--- config.mk ---
export PLATFORM = sky130hd
export DESIGN_NAME = barrier_option_payoff
export DESIGN_NICKNAME = d
export VERILOG_FILES = /design/src/rtl/bop_pkg.sv /design/src/rtl/bop_cfg_regs.sv /design/src/rtl/bop_path_stage.sv /design/src/rtl/bop_discount.sv /design/src/rtl/barrier_option_payoff.sv
export SDC_FILE = /design/constraint.sdc
export NUM_CORES = 2
export LEC_CHECK = 0
export BUFFER_PORTS_ARGS = -buffer_cell sky130_fd_sc_hd__buf_2
export CORE_MARGIN = 3
export CORE_UTILIZATION = 60
export CTS_CLUSTER_SIZE = 12
export DETAILED_ROUTE_END_ITERATION = 7
export GPL_TIMING_DRIVEN = 0
export PLACE_DENSITY = 0.81
export SYNTH_ARGS = -nofsm -noshare
export SYNTH_HDL_FRONTEND = slang
export SYNTH_SLANG_ARGS = --single-unit
--- constraint.sdc ---
create_clock -name aclk -period 8.63 [get_ports aclk]
set_input_delay 0 -clock aclk [delete_from_list [all_inputs] [get_ports aclk]]
set_output_delay 0 -clock aclk [all_outputs]
set_load 0.005 [all_outputs]
--- src/rtl/bop_pkg.sv ---
// Shared types, field widths and register codes of the barrier option payoff block.
package bop_pkg;

    localparam int PRICE_BITS = 32;
    localparam int FRAC_BITS  = 16;
    localparam int DISC_BITS  = 17;
    localparam int DISC_FRAC  = 16;
    localparam int KIND_BITS  = 2;
    localparam int MODE_BITS  = 3;
    localparam int CFG_INDEX_BITS = 3;
    localparam int CFG_DATA_BITS  = (PRICE_BITS > DISC_BITS) ? PRICE_BITS : DISC_BITS;
    localparam int PROD_BITS   = PRICE_BITS + DISC_BITS;
    localparam int SCALED_BITS = PROD_BITS - DISC_FRAC;

    // Digital payoff of 1.0, clipped to the price range when there are no integer bits.
    localparam logic [PRICE_BITS-1:0] UNIT_VALUE = (FRAC_BITS >= PRICE_BITS) ?
        {PRICE_BITS{1'b1}} : ({{(PRICE_BITS-1){1'b0}}, 1'b1} << FRAC_BITS);

    localparam logic [PRICE_BITS-1:0] STRIKE_RESET   = PRICE_BITS'(6553600);
    localparam logic [PRICE_BITS-1:0] BARRIER_RESET  = PRICE_BITS'(7864320);
    localparam logic [DISC_BITS-1:0]  DISCOUNT_RESET = DISC_BITS'(65536);

    localparam logic [CFG_INDEX_BITS-1:0] REG_STRIKE   = CFG_INDEX_BITS'(0);
    localparam logic [CFG_INDEX_BITS-1:0] REG_BARRIER  = CFG_INDEX_BITS'(1);
    localparam logic [CFG_INDEX_BITS-1:0] REG_DISCOUNT = CFG_INDEX_BITS'(2);
    localparam logic [CFG_INDEX_BITS-1:0] REG_KIND     = CFG_INDEX_BITS'(3);
    localparam logic [CFG_INDEX_BITS-1:0] REG_MODE     = CFG_INDEX_BITS'(4);

    typedef enum logic [KIND_BITS-1:0] {
        KIND_CALL     = 2'd0,
        KIND_PUT      = 2'd1,
        KIND_DIG_CALL = 2'd2,
        KIND_DIG_PUT  = 2'd3
    } kind_t;

    typedef enum logic [MODE_BITS-1:0] {
        MODE_NONE     = 3'd0,
        MODE_UP_OUT   = 3'd1,
        MODE_DOWN_OUT = 3'd2,
        MODE_UP_IN    = 3'd3,
        MODE_DOWN_IN  = 3'd4
    } mode_t;

    typedef struct packed {
        logic [PRICE_BITS-1:0] strike;
        logic [PRICE_BITS-1:0] barrier;
        logic [DISC_BITS-1:0]  discount;
        logic [KIND_BITS-1:0]  kind;
        logic [MODE_BITS-1:0]  mode;
    } cfg_t;

    // Gated, undiscounted payoff of one finished path.
    typedef struct packed {
        logic [PRICE_BITS-1:0] raw;
        logic                  hit;
    } pay_t;

endpackage

--- src/rtl/bop_cfg_regs.sv ---
// Configuration register file of the barrier option payoff block.
module bop_cfg_regs (
    input  logic                                aclk,
    input  logic                                aresetn,
    input  logic                                cfg_valid,
    output logic                                cfg_ready,
    input  logic [bop_pkg::CFG_INDEX_BITS-1:0]  cfg_index,
    input  logic [bop_pkg::CFG_DATA_BITS-1:0]   cfg_wdata,
    output bop_pkg::cfg_t                       cfg
);

    bop_pkg::cfg_t cfg_reg;
    bop_pkg::cfg_t cfg_next;

    assign cfg_ready = 1'b1;
    assign cfg       = cfg_reg;

    always_comb begin
        cfg_next = cfg_reg;
        if (cfg_valid) begin
            unique case (cfg_index)
                bop_pkg::REG_STRIKE:   cfg_next.strike   = cfg_wdata[bop_pkg::PRICE_BITS-1:0];
                bop_pkg::REG_BARRIER:  cfg_next.barrier  = cfg_wdata[bop_pkg::PRICE_BITS-1:0];
                bop_pkg::REG_DISCOUNT: cfg_next.discount = cfg_wdata[bop_pkg::DISC_BITS-1:0];
                bop_pkg::REG_KIND:     cfg_next.kind     = cfg_wdata[bop_pkg::KIND_BITS-1:0];
                bop_pkg::REG_MODE:     cfg_next.mode     = cfg_wdata[bop_pkg::MODE_BITS-1:0];
                default:               cfg_next = cfg_reg;
            endcase
        end
    end

    always_ff @(posedge aclk) begin
        if (!aresetn) begin
            cfg_reg.strike   <= bop_pkg::STRIKE_RESET;
            cfg_reg.barrier  <= bop_pkg::BARRIER_RESET;
            cfg_reg.discount <= bop_pkg::DISCOUNT_RESET;
            cfg_reg.kind     <= bop_pkg::KIND_CALL;
            cfg_reg.mode     <= bop_pkg::MODE_NONE;
        end else begin
            cfg_reg <= cfg_next;
        end
    end

endmodule

--- src/rtl/bop_path_stage.sv ---
// Input register, barrier monitor and undiscounted payoff of each path.
module bop_path_stage (
    input  logic                             aclk,
    input  logic                             aresetn,
    input  bop_pkg::cfg_t                    cfg,
    input  logic                             s_valid,
    output logic                             s_ready,
    input  logic [bop_pkg::PRICE_BITS-1:0]   s_price_sample,
    input  logic                             s_first_sample,
    input  logic                             s_last_sample,
    output logic                             pay_valid,
    input  logic                             pay_ready,
    output bop_pkg::pay_t                    pay
);

    localparam int PB = bop_pkg::PRICE_BITS;

    logic          in_valid_reg, in_valid_next;
    logic [PB-1:0] price_reg;
    logic          first_reg;
    logic          last_reg;
    logic          crossed_reg, crossed_next;
    logic          pay_valid_reg, pay_valid_next;
    bop_pkg::pay_t pay_reg, pay_next;

    logic          pay_free;
    logic          in_go;
    logic          up_mode;
    logic          down_mode;
    logic          beyond;
    logic          crossed_now;
    logic          gate;
    logic [PB:0]   diff;
    logic          above_strike;
    logic          below_strike;
    logic [PB-1:0] raw;

    // Samples that do not close a path never need the payoff register.
    assign pay_free = !pay_valid_reg || pay_ready;
    assign in_go    = in_valid_reg && (!last_reg || pay_free);
    assign s_ready  = !in_valid_reg || in_go;

    assign up_mode   = (cfg.mode == bop_pkg::MODE_UP_OUT) || (cfg.mode == bop_pkg::MODE_UP_IN);
    assign down_mode = (cfg.mode == bop_pkg::MODE_DOWN_OUT) ||
                       (cfg.mode == bop_pkg::MODE_DOWN_IN);
    assign beyond    = (up_mode && (price_reg > cfg.barrier)) ||
                       (down_mode && (price_reg < cfg.barrier));
    assign crossed_now = !first_reg && (crossed_reg || beyond);

    always_comb begin
        unique case (cfg.mode)
            bop_pkg::MODE_UP_OUT, bop_pkg::MODE_DOWN_OUT: gate = !crossed_now;
            bop_pkg::MODE_UP_IN, bop_pkg::MODE_DOWN_IN:   gate = crossed_now;
            default:                                      gate = 1'b1;
        endcase
    end

    assign diff         = {1'b0, price_reg} - {1'b0, cfg.strike};
    assign below_strike = diff[PB];
    assign above_strike = !diff[PB] && (diff[PB-1:0] != '0);

    always_comb begin
        unique case (cfg.kind)
            bop_pkg::KIND_CALL:     raw = above_strike ? diff[PB-1:0] : '0;
            bop_pkg::KIND_PUT:      raw = below_strike ? (PB'(0) - diff[PB-1:0]) : '0;
            bop_pkg::KIND_DIG_CALL: raw = above_strike ? bop_pkg::UNIT_VALUE : '0;
            bop_pkg::KIND_DIG_PUT:  raw = below_strike ? bop_pkg::UNIT_VALUE : '0;
            default:                raw = '0;
        endcase
    end

    always_comb begin
        in_valid_next  = in_valid_reg;
        crossed_next   = crossed_reg;
        pay_valid_next = pay_valid_reg;
        pay_next       = pay_reg;
        if (pay_ready) begin
            pay_valid_next = 1'b0;
        end
        if (in_go) begin
            in_valid_next = 1'b0;
            // The closing sample leaves the flag clear for the next path.
            crossed_next  = last_reg ? 1'b0 : crossed_now;
            if (last_reg) begin
                pay_valid_next = 1'b1;
                pay_next.raw   = gate ? raw : '0;
                pay_next.hit   = crossed_now;
            end
        end
        if (s_valid && s_ready) begin
            in_valid_next = 1'b1;
        end
    end

    always_ff @(posedge aclk) begin
        if (!aresetn) begin
            in_valid_reg  <= 1'b0;
            crossed_reg   <= 1'b0;
            pay_valid_reg <= 1'b0;
        end else begin
            in_valid_reg  <= in_valid_next;
            crossed_reg   <= crossed_next;
            pay_valid_reg <= pay_valid_next;
        end
    end

    always_ff @(posedge aclk) begin
        if (s_valid && s_ready) begin
            price_reg <= s_price_sample;
            first_reg <= s_first_sample;
            last_reg  <= s_last_sample;
        end
        pay_reg <= pay_next;
    end

    assign pay_valid = pay_valid_reg;
    assign pay       = pay_reg;

endmodule

--- src/rtl/bop_discount.sv ---
// Discount multiplier with saturation and the result register.
module bop_discount (
    input  logic                             aclk,
    input  logic                             aresetn,
    input  logic [bop_pkg::DISC_BITS-1:0]    discount,
    input  logic                             pay_valid,
    output logic                             pay_ready,
    input  bop_pkg::pay_t                    pay,
    output logic                             m_valid,
    input  logic                             m_ready,
    output logic [bop_pkg::PRICE_BITS-1:0]   m_payoff_value,
    output logic                             m_barrier_hit
);

    localparam int PB = bop_pkg::PRICE_BITS;
    localparam int QB = bop_pkg::PROD_BITS;
    localparam int SB = bop_pkg::SCALED_BITS;

    logic          prod_valid_reg, prod_valid_next;
    logic [QB-1:0] prod_reg;
    logic          prod_hit_reg;
    logic          out_valid_reg, out_valid_next;
    logic [PB-1:0] value_reg;
    logic          hit_reg;

    logic          out_free;
    logic          prod_go;
    logic          prod_load;
    logic [QB-1:0] product;
    logic [SB-1:0] scaled;
    logic [PB-1:0] value_sat;

    assign out_free  = !out_valid_reg || m_ready;
    assign prod_go   = prod_valid_reg && out_free;
    assign pay_ready = !prod_valid_reg || prod_go;
    assign prod_load = pay_valid && pay_ready;

    assign product = QB'(pay.raw) * QB'(discount);

    // Dropping the discount's fraction bits truncates; anything above the price range clips.
    assign scaled    = prod_reg[QB-1:bop_pkg::DISC_FRAC];
    assign value_sat = ((scaled >> PB) != '0) ? {PB{1'b1}} : scaled[PB-1:0];

    always_comb begin
        prod_valid_next = prod_valid_reg;
        out_valid_next  = out_valid_reg;
        if (m_ready) begin
            out_valid_next = 1'b0;
        end
        if (prod_go) begin
            prod_valid_next = 1'b0;
            out_valid_next  = 1'b1;
        end
        if (prod_load) begin
            prod_valid_next = 1'b1;
        end
    end

    always_ff @(posedge aclk) begin
        if (!aresetn) begin
            prod_valid_reg <= 1'b0;
            out_valid_reg  <= 1'b0;
        end else begin
            prod_valid_reg <= prod_valid_next;
            out_valid_reg  <= out_valid_next;
        end
    end

    always_ff @(posedge aclk) begin
        if (prod_load) begin
            prod_reg     <= product;
            prod_hit_reg <= pay.hit;
        end
        if (prod_go) begin
            value_reg <= value_sat;
            hit_reg   <= prod_hit_reg;
        end
    end

    assign m_valid        = out_valid_reg;
    assign m_payoff_value = value_reg;
    assign m_barrier_hit  = hit_reg;

endmodule

--- src/rtl/barrier_option_payoff.sv ---
// Top level of the barrier option payoff block: configuration, path monitor and discount.
//
// Price samples of simulated paths enter on the s_ channel, one sample per beat, with
// s_first_sample marking the first sample of a path and s_last_sample its final one.
// Every sample after the first is checked against the barrier; the final sample of a
// path yields one beat on the m_ channel carrying the discounted payoff and the flag
// that tells whether the barrier was crossed. Other samples produce no output beat.
// Registers are written over the cfg_ channel, which is always ready, and should only
// change while no path sample is in flight.
// A sample can be accepted in every cycle while m_ready does not stall the pipeline. A
// closing sample reaches m_valid through these registers in order: the beat lands in the
// input register, the payoff and barrier logic load the payoff register, the discount
// multiplier loads the product register, and saturation loads the output register.
// When the receiver holds m_ready low the pipeline fills up and s_ready drops only once
// every stage holding a closing sample is occupied; samples that close no path still
// pass through the monitor stage.
// Reset is synchronous and active low; it restores the register defaults, clears the
// crossed flag and empties the pipeline.
module barrier_option_payoff (
    input  logic                                aclk,
    input  logic                                aresetn,
    input  logic                                cfg_valid,
    output logic                                cfg_ready,
    input  logic [bop_pkg::CFG_INDEX_BITS-1:0]  cfg_index,
    input  logic [bop_pkg::CFG_DATA_BITS-1:0]   cfg_wdata,
    input  logic                                s_valid,
    output logic                                s_ready,
    input  logic [bop_pkg::PRICE_BITS-1:0]      s_price_sample,
    input  logic                                s_first_sample,
    input  logic                                s_last_sample,
    output logic                                m_valid,
    input  logic                                m_ready,
    output logic [bop_pkg::PRICE_BITS-1:0]      m_payoff_value,
    output logic                                m_barrier_hit
);

    bop_pkg::cfg_t cfg;
    bop_pkg::pay_t pay;
    logic          pay_valid;
    logic          pay_ready;

    bop_cfg_regs u_cfg_regs (
        .aclk      (aclk),
        .aresetn   (aresetn),
        .cfg_valid (cfg_valid),
        .cfg_ready (cfg_ready),
        .cfg_index (cfg_index),
        .cfg_wdata (cfg_wdata),
        .cfg       (cfg)
    );

    bop_path_stage u_path_stage (
        .aclk           (aclk),
        .aresetn        (aresetn),
        .cfg            (cfg),
        .s_valid        (s_valid),
        .s_ready        (s_ready),
        .s_price_sample (s_price_sample),
        .s_first_sample (s_first_sample),
        .s_last_sample  (s_last_sample),
        .pay_valid      (pay_valid),
        .pay_ready      (pay_ready),
        .pay            (pay)
    );

    bop_discount u_discount (
        .aclk           (aclk),
        .aresetn        (aresetn),
        .discount       (cfg.discount),
        .pay_valid      (pay_valid),
        .pay_ready      (pay_ready),
        .pay            (pay),
        .m_valid        (m_valid),
        .m_ready        (m_ready),
        .m_payoff_value (m_payoff_value),
        .m_barrier_hit  (m_barrier_hit)
    );

endmodule
* Yosys cells after proc, flatten, opt, wreduce, memory -nomap -nowiden *
Index checks and enable logic that the tools add are counted.
Widths: inputs -> output; s select.

word-level totals
  register bits after elaboration = 241
  bits of input ports = 74
  output and inout bits = 36
  logic and storage cells = 90

operators by class
  add/subtract/negate cells = 2
  multipliers = 1
  $lt $le $gt $ge = 2
  equality and inequality tests = 11
  mux-type cells = 16
  reductions and logical operators = 39

operator list
  operator               count
  $pmux 32 s4            1
  $mux 32                2
  $mul 32x17->49         1
  $mux 17                2
  $sub 32x32->33         1
  $gt 32x32->1           1
  $lt 32x32->1           1
  $reduce_bool 32->1     1
  $sub 1x32->32 const A  1
  $eq 3x2->1 const B     4
  $reduce_and 2->1       6
  $mux 1                 10
  $logic_or 1x1->1       9
  $logic_and 1x1->1      8
  $logic_not 1->1        8
  $eq 3x1->1 const B     2
  $eq 3x3->1 const B     2
  $reduce_bool 2->1      3
  $eq 2x2->1 const B     2
  $reduce_or 2->1        2
  $logic_not 3->1        1
  $eq 2x1->1 const B     1
  $logic_not 2->1        1
  $pmux 1 s2             1

* Depth between registers and ports, before layout *
  word-level depth = 10
  depth in mapped cells = 26
  depth with buffers taken out = 25

* Hierarchy *
From an unflattened synthesis, not the netlist that was laid out.

second synthesis, totals
  cell total of the unflattened synthesis = 3127
  area total of the unflattened synthesis = 28827.6 µm²

by module, submodules not included
  module          instances  cells an instance  area an instance (µm²)  sequential area each (µm²)
  bop_discount    1          2053               19128.3                 2052.0
  bop_path_stage  1          749                6416.2                  2072.0
  bop_cfg_regs    1          325                3283.1                  1721.7

* Worst setup path after synthesis *
OpenSTA, ideal clock, no wires.

  path kind = register to register
  from = register u_path_stage.pay_reg (netlist bit u_path_stage.pay[13])
  to = register u_discount.prod_reg[48], data pin
  library setup time = 0.260 ns
  arrival time = 6.168 ns
  slack = 2.202 ns
  stages on the path, launching flop included = 23
  buffers on the path = 1
  path through = edfxtp_1 clkbuf_1 nand2_1 fa_1 fa_1 fa_1 inv_1 fa_1 fa_1 inv_1 fa_1 inv_1 ha_1 nand2_1 or4b_1 a21oi_1 o211ai_1 a21oi_1 o221ai_1 o2111a_1 o21ba_2 o21bai_1 xnor2_1

between the ends
  longest elaborated chain between the ends = 1

RTL lines
  element                           RTL line               RTL
  from (decl)                       bop_path_stage.sv:24   bop_pkg::pay_t pay_reg, pay_next;
  from (signal assigned)            bop_path_stage.sv:113  pay_reg <= pay_next;
  $mul 32x17->49                    bop_discount.sv:38     assign product = QB'(pay.raw) * QB'(discount);
  named net u_discount.product[48]  bop_discount.sv:29     logic [QB-1:0] product;
  to (signal assigned)              bop_discount.sv:71     prod_reg <= product;
  to (decl)                         bop_discount.sv:20     logic [QB-1:0] prod_reg;

The timed path passes the listed nets, and every way through them passes these cells.
A chain may end at the register's enable or synchronous reset.

* Worst setup path in the final report *
  from = register u_path_stage.pay_reg (netlist bit u_path_stage.pay[12])
  to = register u_discount.prod_reg[48], data pin

The elaborated chain is that of the path after synthesis.

==> impl_metrics.tcl <==
set metrics [dict create \
    status "complete, no violations" \
    ant_nets 0 \
    use_met1_pct 36.5 \
    stdcell_count 3833 \
    postSynthAreaPerCell_um2 9.24 \
    switching_share_pct 33.4 \
    use_met3_pct 5.32 \
    die_h_um 221 \
    synth_mux_area_share_pct 0.329 \
    arrival_ns 8.63 \
    share_comb_of_total_power_pct 31.7 \
    p_switching_uw 1160 \
    placed_cell_area_um2 29100 \
    synth_top_family_by_area "adder cells" \
    fin_setup_tns_ns 0 \
    worst_setup_path_end_kind "register" \
    pin_count 110 \
    synth-adder-area-share_pct 40.7 \
    ys_top_cells_by_area "fa_1, edfxtp_1, ha_1, inv_1, nand2_1" \
    clockPowerShare_pct 32.2 \
    async_flop_share_pct 0 \
    top_usage_layer "met2" \
    synth_seq_area_share_pct 21.1 \
    use_met2_pct 56.8 \
    leakagePower_uw 0.0137 \
    fill_cells 3541 \
    postCtsHoldBufs 72 \
    drtIter0Drc 1343 \
    cp-start-kind "register" \
    min_period_over_period_pct 96.1 \
    final_nets 3920 \
    crit_required_ns 8.97 \
    die_w_um 221 \
    p_int_uw 2310 \
    fin_skew_ns 0.0176 \
    dp.cells 3712 \
    synth_ff_type "edfxtp_1" \
    grt_max_degree 34 \
    root_buffer "clkbuf_16" \
    syn-num-nets 3710 \
    vias 21800 \
    critPathCapture "u_discount.prod_reg[48]" \
    synth_area_leader_cell "fa_1" \
    cts_buffer_depth 3 \
    ys_ff_latch 225 \
    synth_top_area_share_pct 32.3 \
    post_cts_resized 0 \
    gp_congestion 0.968 \
    hold_slack_ns 0.104 \
    clkLatencyLatePin_ns 0.59 \
    timing_hold_violations_final 0 \
    cts-htree-levels 1 \
    drc 0 \
    synthToLayoutAreaGrowth_pct 10.7 \
    synth.distinct_cells 79 \
    critPathKind "reg -> reg" \
    worst_r2r_startpoint "u_path_stage.pay[12]" \
    tightest_slew_ns 0.952 \
    wirelength_um 75900 \
    grt_pass1_wl_um 123000 \
    synthXorXnorAreaFrac_pct 2.58 \
    rr_endpoint "u_discount.prod_reg[48]" \
    hpwl_um 60400 \
    via_per_inst 5.67 \
    rrSetupSlack_ns 0.33 \
    yosys.area_share.simple_pct 16.9 \
    hp-class "in -> reg" \
    fin_area_um2 30700 \
    peakVddDrop_mv 0.157 \
    p_seq_share_pct 36.2 \
    syn_inst 3002 \
    synth_edf_count 134 \
    drive_gt1_share_pct 6.59 \
    grt_setup_unrepaired "no" \
    core_area_um2 45500 \
    post_drt_wl_per_cell_um 19.8 \
    cts.sinks 225 \
    fp-row-count 78 \
    relSlewSlack_pct 34.9 \
    max_freq_mhz 121 \
    mostFrequentLayoutCells "inv_1, nand2_1, fa_1" \
    grt-ovfl-total 0 \
    clk_pin_slew_worst_paths_ns 0.06 \
    syn-cell-area_um2 27700 \
    grt_antenna_before_repair 1 \
    final_common_cell "inv_1" \
    die-area_um2 48800 \
    finalMaxSlewViolations 0 \
    drtPass1Iterations 6 \
    yosysWarnings 0 \
    io_buffers 107 \
    initial_utilization_pct 61.0 \
    grt_pass1_vias 24000 \
    setup_violations 0 \
    powerDensity_nw_per_um2 113 \
    reg2reg_depth 22 \
    postCtsSetupBuffers 0 \
    synth-compound-area-share_pct 8.46 \
    finalCriticalPeriod_ns 8.30 \
    cts_tree "built" \
    largest_reg_flops 86 \
    maxCapViolCount 0 \
    crit_start "u_path_stage.pay[12]" \
    crit_path_max_fanout 10 \
    numCtsBuffers 26 \
    grt_usage_pct 31.7 \
]
how the worst min path moves through the flow:
stage	from	to	depth (start not counted)
2_1_floorplan	s_first_sample	u_path_stage.first_reg	0
3_3_place_gp	s_price_sample[13]	u_path_stage.price_reg[13]	1
3_5_place_dp	s_price_sample[10]	u_path_stage.price_reg[10]	1
4_1_cts	cfg_valid	u_cfg_regs.cfg[2]	5
5_1_grt	cfg_valid	u_cfg_regs.cfg[2]	5
6_report	cfg_valid	u_cfg_regs.cfg[0]	5
per-layer routing:
metal / wire, um / part of all wire (%) / vias to the layer above
met4: 4700 / 6.2 / 0
li1: - / - / 9722
met3: 5330 / 7.0 / 279
met2: 38300 / 50 / 926
met1: 27600 / 36 / 10800
met5: 0 / 0 / -
area by class of cell:
type / count / area [um2] / share of cell area (%)
Multi-Input combinational cell: 2047 / 19200 / 62.4
Tap cell: 600 / 751 / 2.44
Buffer: 135 / 519 / 1.69
Clock buffer: 33 / 687 / 2.24
Timing Repair Buffer: 182 / 1320 / 4.31
Clock inverter: 14 / 171 / 0.558
Inverter: 595 / 2230 / 7.27
Antenna cell: 2 / 5.00 / 0.0163
Sequential cell: 225 / 5850 / 19.0
synthesized netlist by cell type, types with 4 or more instances:
cell type  instances
o21ai_0           29
o22ai_1           25
a21o_1            23
dfxtp_1           91
nand3b_1           4
edfxtp_1         134
nor2b_1           18
a211oi_1           7
or2_2             42
xor2_1            29
inv_1            595
xnor2_1           51
fa_1             448
nand2b_1           5
nand3_1           31
a21oi_1           80
or3_1              7
nand2_1          539
and2_1           221
and3_1             9
ha_1             186
nor4_1             7
nand4_1           16
o21a_1            12
a211o_1            4
a21boi_0          79
a31oi_1            8
o211ai_1          16
clkbuf_1         131
mux2i_1            8
nor2_1            44
nor3_1            22
o21bai_1           7
critical path, cell delays in order (launching register included):
cell and delay [ns]:
edfxtp_1 0.60, clkbuf_1 0.59, nand2_1 0.17, fa_1 0.52, fa_1 0.56, fa_1 0.52
inv_1 0.05, fa_1 0.50, fa_1 0.50, inv_1 0.05, fa_1 0.48, inv_1 0.04
ha_1 0.32, nand2_1 0.08, or4b_1 0.65, a21oi_1 0.57, o211ai_1 0.29, a21oi_1 0.26
o221ai_1 0.29, o2111a_1 0.35, o21ba_2 0.22, o21bai_1 0.15, xnor2_1 0.25
cell families after synthesis:
logic type	after synthesis
AOI/OAI and AO/OA	341
xor gates and xnor gates	81
adders and majority gates	634
buffers and inverters	730
DFF	225
muxes	9
other	1
and+or+nand+nor	981
per-stage QoR:
| stage | utilization (%) | worst slack (ns) | total power [uW] |
|---|---|---|---|
| 6_report | 67.5 | 0.333 | 3470 |
| 3_3_place_gp | 63.8 | 0.465 | 2280 |
| 4_1_cts | 67.5 | 0.380 | 3480 |
| 5_1_grt | 67.5 | 0.0791 | 3670 |
| 2_1_floorplan | - | 2.20 | 2030 |
| 3_5_place_dp | 64.1 | 0.418 | 2330 |
power by group through the flow:
stage | Sequential (uW) | Clock, uW | Combinational [uW]
2_1_floorplan | 1250 | 0 | 775
3_3_place_gp | 1270 | 0 | 1010
3_5_place_dp | 1270 | 0 | 1060
4_1_cts | 1250 | 1130 | 1090
5_1_grt | 1260 | 1180 | 1240
6_report | 1260 | 1120 | 1100
(Power assumes the default switching activity.)
